`config.mk`:
```
export PLATFORM = sky130hd
export DESIGN_NAME = sync_length_sum_frame_receiver_unit
export DESIGN_NICKNAME = d
export VERILOG_FILES = /design/src/hw/rtl/slsfr_pkg.sv /design/src/hw/rtl/slsfr_cfg.sv /design/src/hw/rtl/sync_length_sum_frame_receiver_unit.sv
export SDC_FILE = /design/constraint.sdc
export NUM_CORES = 1
export LEC_CHECK = 0
export BUFFER_PORTS_ARGS = -buffer_cell sky130_fd_sc_hd__buf_2
export CAP_MARGIN = 20
export CORE_ASPECT_RATIO = 1.1
export CORE_MARGIN = 4
export CORE_UTILIZATION = 56
export CTS_BUF_LIST = sky130_fd_sc_hd__clkbuf_16
export DETAILED_ROUTE_END_ITERATION = 10
export PLACE_DENSITY = 0.81
export SLEW_MARGIN = 20
export SYNTH_ARGS = -nofsm -noshare
export SYNTH_HDL_FRONTEND = slang
export SYNTH_SLANG_ARGS = --single-unit
```
`constraint.sdc`:
```
create_clock -name clk -period 6.25 [get_ports clk]
set_clock_uncertainty 0.1 [all_clocks]
set_input_delay 1.875 -clock clk [delete_from_list [all_inputs] [get_ports clk]]
set_output_delay 1.875 -clock clk [all_outputs]
set_load 0.02 [all_outputs]
```
`src/hw/rtl/slsfr_pkg.sv`:
```
`timescale 1ns / 1ps
// ----------------------------------------------------------------------------
// slsfr_pkg
// Shared types and constants for the sync/length/checksum frame receiver.
// ----------------------------------------------------------------------------
package slsfr_pkg;

  // Reset values of the configuration registers.
  localparam logic [7:0]  SYNC_VALUE_RESET    = 8'hAA;
  localparam logic [15:0] TIMEOUT_TICKS_RESET = 16'd1500;

  // Register indexes, taken from paddr[2] (byte addresses 0 and 4).
  localparam logic REG_SYNC_VALUE    = 1'b0;
  localparam logic REG_TIMEOUT_TICKS = 1'b1;

  // Width of the APB address bus.
  localparam int unsigned ADDR_W = 3;

  // Kind of one result item.
  typedef enum logic [2:0] {
    KIND_PAYLOAD = 3'd0,
    KIND_ACCEPT  = 3'd1,
    KIND_CHKERR  = 3'd2,
    KIND_TIMEOUT = 3'd3,
    KIND_LENERR  = 3'd4
  } kind_t;

  // Current configuration as seen by the receiver.
  typedef struct packed {
    logic [7:0]  sync_value;
    logic [15:0] timeout_ticks;
  } cfg_t;

endpackage

```
`src/hw/rtl/slsfr_cfg.sv`:
```
`timescale 1ns / 1ps
// ----------------------------------------------------------------------------
// slsfr_cfg
// APB register file holding the sync byte value and the timeout limit.
// ----------------------------------------------------------------------------
module slsfr_cfg (
  input  logic                          clk,
  input  logic                          rst,
  input  logic                          psel,
  input  logic                          penable,
  input  logic                          pwrite,
  input  logic [slsfr_pkg::ADDR_W-1:0]  paddr,
  input  logic [31:0]                   pwdata,
  output logic [31:0]                   prdata,
  output logic                          pready,
  output slsfr_pkg::cfg_t               cfg
);

  logic wr_en;
  logic reg_sel;

  // The port never inserts wait states.
  assign pready  = 1'b1;
  assign wr_en   = psel & penable & pwrite & pready;
  assign reg_sel = paddr[2];

  // Register writes.
  always_ff @(posedge clk) begin
    if (rst) begin
      cfg.sync_value    <= slsfr_pkg::SYNC_VALUE_RESET;
      cfg.timeout_ticks <= slsfr_pkg::TIMEOUT_TICKS_RESET;
    end else if (wr_en) begin
      case (reg_sel)
        slsfr_pkg::REG_SYNC_VALUE:    cfg.sync_value    <= pwdata[7:0];
        slsfr_pkg::REG_TIMEOUT_TICKS: cfg.timeout_ticks <= pwdata[15:0];
        default: ;
      endcase
    end
  end

  // Read-back mux.
  always_comb begin
    case (reg_sel)
      slsfr_pkg::REG_SYNC_VALUE:    prdata = {24'd0, cfg.sync_value};
      slsfr_pkg::REG_TIMEOUT_TICKS: prdata = {16'd0, cfg.timeout_ticks};
      default:                      prdata = 32'd0;
    endcase
  end

endmodule

```
`src/hw/rtl/sync_length_sum_frame_receiver_unit.sv`:
```
`timescale 1ns / 1ps
// ----------------------------------------------------------------------------
// sync_length_sum_frame_receiver_unit
// Deframes a byte stream of sync, length, payload and checksum bytes.
// ----------------------------------------------------------------------------
// Usage:
//   The input stream carries one item per received byte (tuser = 0, tdata =
//   the byte) or per timer tick (tuser = 1). A frame is a sync byte, a length
//   byte L, L-1 payload bytes and a checksum equal to the 8-bit sum of L and
//   the payload. Each payload byte leaves on the output stream with its index
//   and the frame's payload count; the checksum byte gives an accept or a
//   checksum-error item. A byte arriving inside a frame after more than
//   timeout_ticks ticks since sync aborts the frame; a length of zero gives a
//   length-error item. Ticks, sync and nonzero length bytes give no output
//   item. An accepted item's output item is registered for the next cycle, and
//   one item is taken in every cycle unless the output stalls. The output
//   register is the only stage: while it holds an item that the receiver does
//   not take, the input stalls. Synchronous reset returns it to idle, clears
//   the timer and loads the register defaults (sync 0xAA, timeout 1500 ticks).
// ----------------------------------------------------------------------------
module sync_length_sum_frame_receiver_unit (
  input  logic                          clk,
  input  logic                          rst,
  // Configuration port
  input  logic                          psel,
  input  logic                          penable,
  input  logic                          pwrite,
  input  logic [slsfr_pkg::ADDR_W-1:0]  paddr,
  input  logic [31:0]                   pwdata,
  output logic [31:0]                   prdata,
  output logic                          pready,
  // Input stream
  input  logic                          s_axis_tvalid,
  output logic                          s_axis_tready,
  input  logic [7:0]                    s_axis_tdata,  // [7:0] rx_byte
  input  logic [0:0]                    s_axis_tuser,  // [0] req_type
  // Output stream
  output logic                          m_axis_tvalid,
  input  logic                          m_axis_tready,
  // [7:0] out_byte, [15:8] out_index, [23:16] frame_len
  output logic [23:0]                   m_axis_tdata,
  output logic [2:0]                    m_axis_tuser   // [2:0] out_kind
);

  typedef enum logic [1:0] {
    PH_IDLE = 2'd0,
    PH_LEN  = 2'd1,
    PH_DATA = 2'd2,
    PH_SUM  = 2'd3
  } phase_t;

  slsfr_pkg::cfg_t cfg;

  phase_t      phase, phase_next;
  logic [7:0]  length_seen, length_seen_next;
  logic [7:0]  bytes_left, bytes_left_next;
  logic [7:0]  running_sum, running_sum_next;
  logic [15:0] ticks_since_sync, ticks_since_sync_next;

  logic             s_fire;
  logic             is_tick;
  logic [7:0]       rx_byte;
  logic [7:0]       flen_cur;
  logic             res_valid;
  slsfr_pkg::kind_t res_kind;
  logic [7:0]       res_byte;
  logic [7:0]       res_index;
  logic [7:0]       res_flen;

  slsfr_cfg u_cfg (
    .clk     (clk),
    .rst     (rst),
    .psel    (psel),
    .penable (penable),
    .pwrite  (pwrite),
    .paddr   (paddr),
    .pwdata  (pwdata),
    .prdata  (prdata),
    .pready  (pready),
    .cfg     (cfg)
  );

  // Take a new item whenever the output register is empty or being drained.
  assign s_axis_tready = !m_axis_tvalid || m_axis_tready;
  assign s_fire        = s_axis_tvalid && s_axis_tready;
  assign is_tick       = s_axis_tuser[0];
  assign rx_byte       = s_axis_tdata;

  // Payload count of the current frame; zero until the length is known.
  assign flen_cur = (phase == PH_LEN) ? 8'd0 : 8'(length_seen - 8'd1);

  // Frame decoding for one item.
  always_comb begin
    phase_next            = phase;
    length_seen_next      = length_seen;
    bytes_left_next       = bytes_left;
    running_sum_next      = running_sum;
    ticks_since_sync_next = ticks_since_sync;
    res_valid             = 1'b0;
    res_kind              = slsfr_pkg::KIND_PAYLOAD;
    res_byte              = 8'd0;
    res_index             = 8'd0;
    res_flen              = 8'd0;

    if (is_tick) begin
      if (ticks_since_sync != 16'hFFFF) begin
        ticks_since_sync_next = ticks_since_sync + 16'd1;
      end
    end else if (phase == PH_IDLE) begin
      if (rx_byte == cfg.sync_value) begin
        ticks_since_sync_next = 16'd0;
        phase_next            = PH_LEN;
        length_seen_next      = 8'd0;
        bytes_left_next       = 8'd0;
        running_sum_next      = 8'd0;
      end
    end else if (ticks_since_sync > cfg.timeout_ticks) begin
      // Late byte: drop it and abort the frame.
      phase_next = PH_IDLE;
      res_valid  = 1'b1;
      res_kind   = slsfr_pkg::KIND_TIMEOUT;
      res_flen   = flen_cur;
    end else begin
      case (phase)
        PH_LEN: begin
          if (rx_byte == 8'd0) begin
            phase_next = PH_IDLE;
            res_valid  = 1'b1;
            res_kind   = slsfr_pkg::KIND_LENERR;
          end else begin
            length_seen_next = rx_byte;
            running_sum_next = rx_byte;
            bytes_left_next  = 8'(rx_byte - 8'd1);
            phase_next       = (rx_byte != 8'd1) ? PH_DATA : PH_SUM;
          end
        end
        PH_DATA: begin
          running_sum_next = 8'(running_sum + rx_byte);
          bytes_left_next  = 8'(bytes_left - 8'd1);
          if (bytes_left == 8'd1) begin
            phase_next = PH_SUM;
          end
          res_valid = 1'b1;
          res_kind  = slsfr_pkg::KIND_PAYLOAD;
          res_byte  = rx_byte;
          res_index = 8'(flen_cur - bytes_left);
          res_flen  = flen_cur;
        end
        PH_SUM: begin
          phase_next = PH_IDLE;
          res_valid  = 1'b1;
          res_kind   = (rx_byte == running_sum) ? slsfr_pkg::KIND_ACCEPT
                                                : slsfr_pkg::KIND_CHKERR;
          res_flen   = flen_cur;
        end
        default: ;
      endcase
    end
  end

  // Frame state, updated on every accepted item.
  always_ff @(posedge clk) begin
    if (rst) begin
      phase            <= PH_IDLE;
      length_seen      <= 8'd0;
      bytes_left       <= 8'd0;
      running_sum      <= 8'd0;
      ticks_since_sync <= 16'd0;
    end else if (s_fire) begin
      phase            <= phase_next;
      length_seen      <= length_seen_next;
      bytes_left       <= bytes_left_next;
      running_sum      <= running_sum_next;
      ticks_since_sync <= ticks_since_sync_next;
    end
  end

  // Output register valid flag.
  always_ff @(posedge clk) begin
    if (rst) begin
      m_axis_tvalid <= 1'b0;
    end else if (s_fire) begin
      m_axis_tvalid <= res_valid;
    end else if (m_axis_tready) begin
      m_axis_tvalid <= 1'b0;
    end
  end

  // Output register payload.
  always_ff @(posedge clk) begin
    if (s_fire && res_valid) begin
      m_axis_tdata <= {res_flen, res_index, res_byte};
      m_axis_tuser <= res_kind;
    end
  end

  // A payload phase always has bytes still to come, within the frame length.
  a_data_left: assert property (@(posedge clk) disable iff (rst)
    (phase == PH_DATA) |-> (bytes_left != 8'd0) && (bytes_left < length_seen))
    else $error("payload phase with no bytes left");

  // The checksum phase is reached only once all payload bytes are in.
  a_sum_left: assert property (@(posedge clk) disable iff (rst)
    (phase == PH_SUM) |-> (bytes_left == 8'd0))
    else $error("checksum phase with payload outstanding");

  // A tick never produces an output item.
  a_tick_silent: assert property (@(posedge clk) disable iff (rst)
    (s_fire && is_tick) |=> !m_axis_tvalid)
    else $error("tick produced an output item");

  // A payload item's index lies inside its frame.
  a_index_range: assert property (@(posedge clk) disable iff (rst)
    (m_axis_tvalid && (m_axis_tuser == slsfr_pkg::KIND_PAYLOAD))
      |-> (m_axis_tdata[15:8] < m_axis_tdata[23:16]))
    else $error("payload index beyond frame length");

endmodule

```
==> flow_summary.rst <==
.. list-table::
   :header-rows: 1

   * - Metric
     - Value
   * - Result of the run
     - complete, no violations
   * - Minimum clock period
     - 4740 ps
   * - Max cap viols
     - 0
   * - Count of TritonRoute iterations in the first routing pass
     - 5
   * - Worst min path class
     - reg2reg
   * - Fraction of registers with async set or reset after synthesis
     - 0%
   * - Warnings, synthesis
     - 0
   * - Worst hold endpoint
     - u_cfg.cfg[9]$_SDFFE_PP0P_
   * - Count of final max-slew check failures
     - 0
   * - Root buffer cell
     - sky130_fd_sc_hd__clkbuf_16
   * - Post-DP HPWL
     - 10,100 um
   * - Critical Path Fanout Max
     - 11
   * - Internal power contribution
     - 995 uW
   * - Placement row count
     - 38
   * - Sinks on Clock Net
     - 94
   * - Leak Pwr
     - 0.00257 uW
   * - Clock group share of total power
     - 40.3%
   * - Die span in x
     - 105 um
   * - Total power density per cell area
     - 205 mW/mm2
   * - Highest ir drop seen on vdd
     - 142 uV
   * - Number of resized instances in the post-cts repair step
     - 0
   * - NetSw
     - 339 uW
   * - Final Routed Wirelength
     - 14,000 um
   * - Number of enable-type register cells in the synthesized netlist
     - 27
   * - Combinational share of power
     - 11.7%
   * - Number of nets at the end of the flow
     - 793
   * - Quantity of hold-fixing buffers added after cts
     - 0
   * - Most frequent cell after synthesis
     - sky130_fd_sc_hd__nor2_1
   * - Area delta synth->final
     - 11.2%
   * - CTS tree
     - built
   * - Required time worst endpoint
     - 4280 ps
   * - Total routing usage reported by global routing
     - 23.1%
   * - Setup repair bufs after CTS
     - 0
   * - Number of antenna violations at the first check in global routing
     - 0
   * - Cell variety after synth
     - 71
   * - Commonest cells in the synthesized netlist
     - 75 x sky130_fd_sc_hd__nor2_1, 67 x sky130_fd_sc_hd__dfxtp_1, 40 x sky130_fd_sc_hd__nand2_1, 39 x sky130_fd_sc_hd__inv_1, 36 x sky130_fd_sc_hd__ha_1
   * - Vias per std cell
     - 5.88
   * - Fin Setup TNS
     - 0 ps
   * - Total core area
     - 0.0100 mm2
   * - Clock insertion delay at the later pin of the skew report
     - 340 ps
   * - Number of global-route vias before repair
     - 4,824
   * - Final Worst Setup Slack
     - 1510 ps
   * - Worst setup path class
     - in2out
   * - Measured slew at the worst slew-check pin
     - 1020 ps
   * - Min-delay src
     - u_cfg.cfg[9]$_SDFFE_PP0P_
   * - Residual antenna-violating net count after detailed routing
     - 0
   * - Clock buffer depth
     - 2
   * - Flip-flop cell with the highest count after synthesis
     - sky130_fd_sc_hd__dfxtp_1
   * - Avg Synthesized Cell Area
     - 9.12 um2
   * - First-pass GRT wire length
     - 22,800 um
   * - Yosys reg bits
     - 94
   * - Portion of total power attributed to sequential cells
     - 48.0%
   * - Switching share of power
     - 25.4%
   * - Avg WL per Cell
     - 16.4 um
   * - Share of post-route cells with drive strength above 1
     - 20.5%
   * - Setup WS pre-CTS
     - 1520 ps
   * - Number of I/O port buffers
     - 77
   * - Final cell utilization of the core
     - 64.9%
   * - Tcrit/Tclk final
     - 75.8%
   * - Critical Path Source Type
     - input pin
   * - Remaining max-slew budget at the tightest pin
     - 31.7%
   * - Main area contributors after synthesis
     - sky130_fd_sc_hd__dfxtp_1 23%, sky130_fd_sc_hd__edfxtp_1 14%, sky130_fd_sc_hd__ha_1 7.7%
   * - Largest net degree at the start of global routing
     - 28
   * - Routed vias
     - 4,994
   * - Post-detailed-route DRC marker count
     - 0
   * - R2r setup slk
     - 2520 ps
   * - Share of synthesized area occupied by flip-flops and latches
     - 36.8%
   * - Weighted congestion at the end of routability-driven global placement
     - 0.954
   * - Setup violators final
     - 0
   * - Die ar.
     - 0.0122 mm2
   * - Cell depth of the worst hold path
     - 2
   * - Clk slew on worst S/H paths
     - 60 ps
   * - RR Startpoint
     - phase[0]$_SDFFE_PP0P_
   * - Post-synthesis instance area
     - 0.00585 mm2
   * - Starting DRC count in detailed routing
     - 478
   * - Terminus of the critical flop-to-flop path
     - m_axis_tdata[15]$_SDFFCE_PP0P_
   * - Total congestion overflow after global routing
     - 0
   * - Diode insertion count for antenna repair
     - 0
   * - Yosys top cell by area
     - sky130_fd_sc_hd__dfxtp_1
   * - Post-synthesis instance total
     - 642
   * - Number of buffers created by CTS
     - 9
   * - Worst path arrival time
     - 2760 ps
   * - Top-area cell type share of the netlist area
     - 22.9%
   * - RSZ-0062 raised after global routing
     - false
   * - Count of endpoints failing hold in the final timing report
     - 0
   * - I/O pin count
     - 113
   * - DIE HEIGHT
     - 115 um
   * - Hold slack final
     - 360 ps
   * - Max frequency
     - 0.211 GHz
   * - Reg2Reg Depth
     - 11
   * - Nature of the critical path endpoint
     - output port
   * - Initial core utilization
     - 58.4%
   * - CTS H-tree depth
     - 3
-- logic make-up (layout without fill, tap and decap cells) --
group,count (synthesis),in the layout,synth area share (%)
simple gates,223,223,19.1
compound gates,144,144,18.9
flops,94,94,36.8
buf+inv,85,137,7.46
xor+xnor,40,40,6.37
fa+ha+maj,38,38,8.38
mux,16,16,2.91
other cells,2,17,0.128
-- cell type report --
class	count	area [um2]
multi-input cells	478	3330
inverters	40	150
clock buffers	9	225
well taps	140	175
flip-flops and latches	94	2150
fillers	817	3520
clock inverters	7	66.3
repair buffers	81	415
-- worst max path at each step --
stage                                          to            start  slack [ps]  depth (start not counted)
CTS                                    prdata[10]         paddr[2]        1500                          4
floorplan           m_axis_tdata[0]$_SDFFCE_PP0P_  s_axis_tdata[7]        1030                          6
finish                                 prdata[10]         paddr[2]        1510                          4
global placement                       prdata[11]         paddr[2]        1580                          4
detailed placement                     prdata[10]         paddr[2]        1520                          4
global route                           prdata[12]         paddr[2]        1390                          4
-- critical path, cell delays in order --
cell and delay [ps]:
sky130_fd_sc_hd__buf_2 250, sky130_fd_sc_hd__clkinv_1 290, sky130_fd_sc_hd__nor2_1 170, sky130_fd_sc_hd__buf_2 180
-- layer usage --
layer | vias to the layer above | wire length [um] | part of all wire, % | global-route usage [%]
met1 | 2374 | 5830 | 42 | 28.9
met3 | 32 | 1070 | 7.7 | 4.32
li1 | 2377 | - | - | -
met2 | 211 | 6700 | 48 | 39.2
met4 | 0 | 363 | 2.6 | 10.2
met5 | - | 0 | 0 | 0
-- flip-flops by register name (all words and copies together) (netlist names) --
name / cells
m_axis_tuser: 3
phase: 2
m_axis_tdata: 24
m_axis_tvalid: 1
running_sum: 8
length_seen: 8
u_cfg.cfg: 24
bytes_left: 8
ticks_since_sync: 16
-- cells in the final DEF (no fill, tap or decap), drive strengths merged, types with 5 or more instances in the layout --
master / synthesis / routed
buf: 31 / 81
nor2: 76 / 76
dfxtp: 67 / 67
a21oi: 43 / 43
nand2: 42 / 42
inv: 39 / 40
ha: 36 / 36
edfxtp: 27 / 27
nor3: 20 / 20
xor2: 20 / 20
xnor2: 19 / 19
o21ai: 18 / 18
conb: 2 / 17
a211oi: 15 / 15
nand3: 13 / 13
and2: 12 / 12
a211o: 11 / 11
nor2b: 9 / 9
and3: 9 / 9
clkbuf: 14 / 9
mux2i: 8 / 8
nand4: 8 / 8
a22o: 8 / 8
mux2: 8 / 8
nor4: 8 / 8
o211ai: 7 / 7
or2: 7 / 7
or3: 6 / 6
a22oi: 6 / 6
nand2b: 5 / 5
o31ai: 5 / 5
-- through the flow --
step / area (um2) / total power, uW / instances
final: 6510 / 1330 / 849
after global routing: 6510 / 1380 / 849
after CTS: 6510 / 1340 / 849
after detailed placement: 6220 / 806 / 833
after global placement: 6220 / 801 / 833
after floorplan: 5910 / 773 / 657
-- power by group through the flow --
| stage | combinational [uW] | sequential (uW) | clock [uW] |
|---|---|---|---|
| floorplan | 123 | 650 | 0 |
| global placement | 148 | 653 | 0 |
| detailed placement | 152 | 653 | 0 |
| CTS | 154 | 640 | 545 |
| global route | 170 | 641 | 572 |
| finish | 156 | 640 | 538 |
No activity file was read; power rests on OpenSTA's default activity.
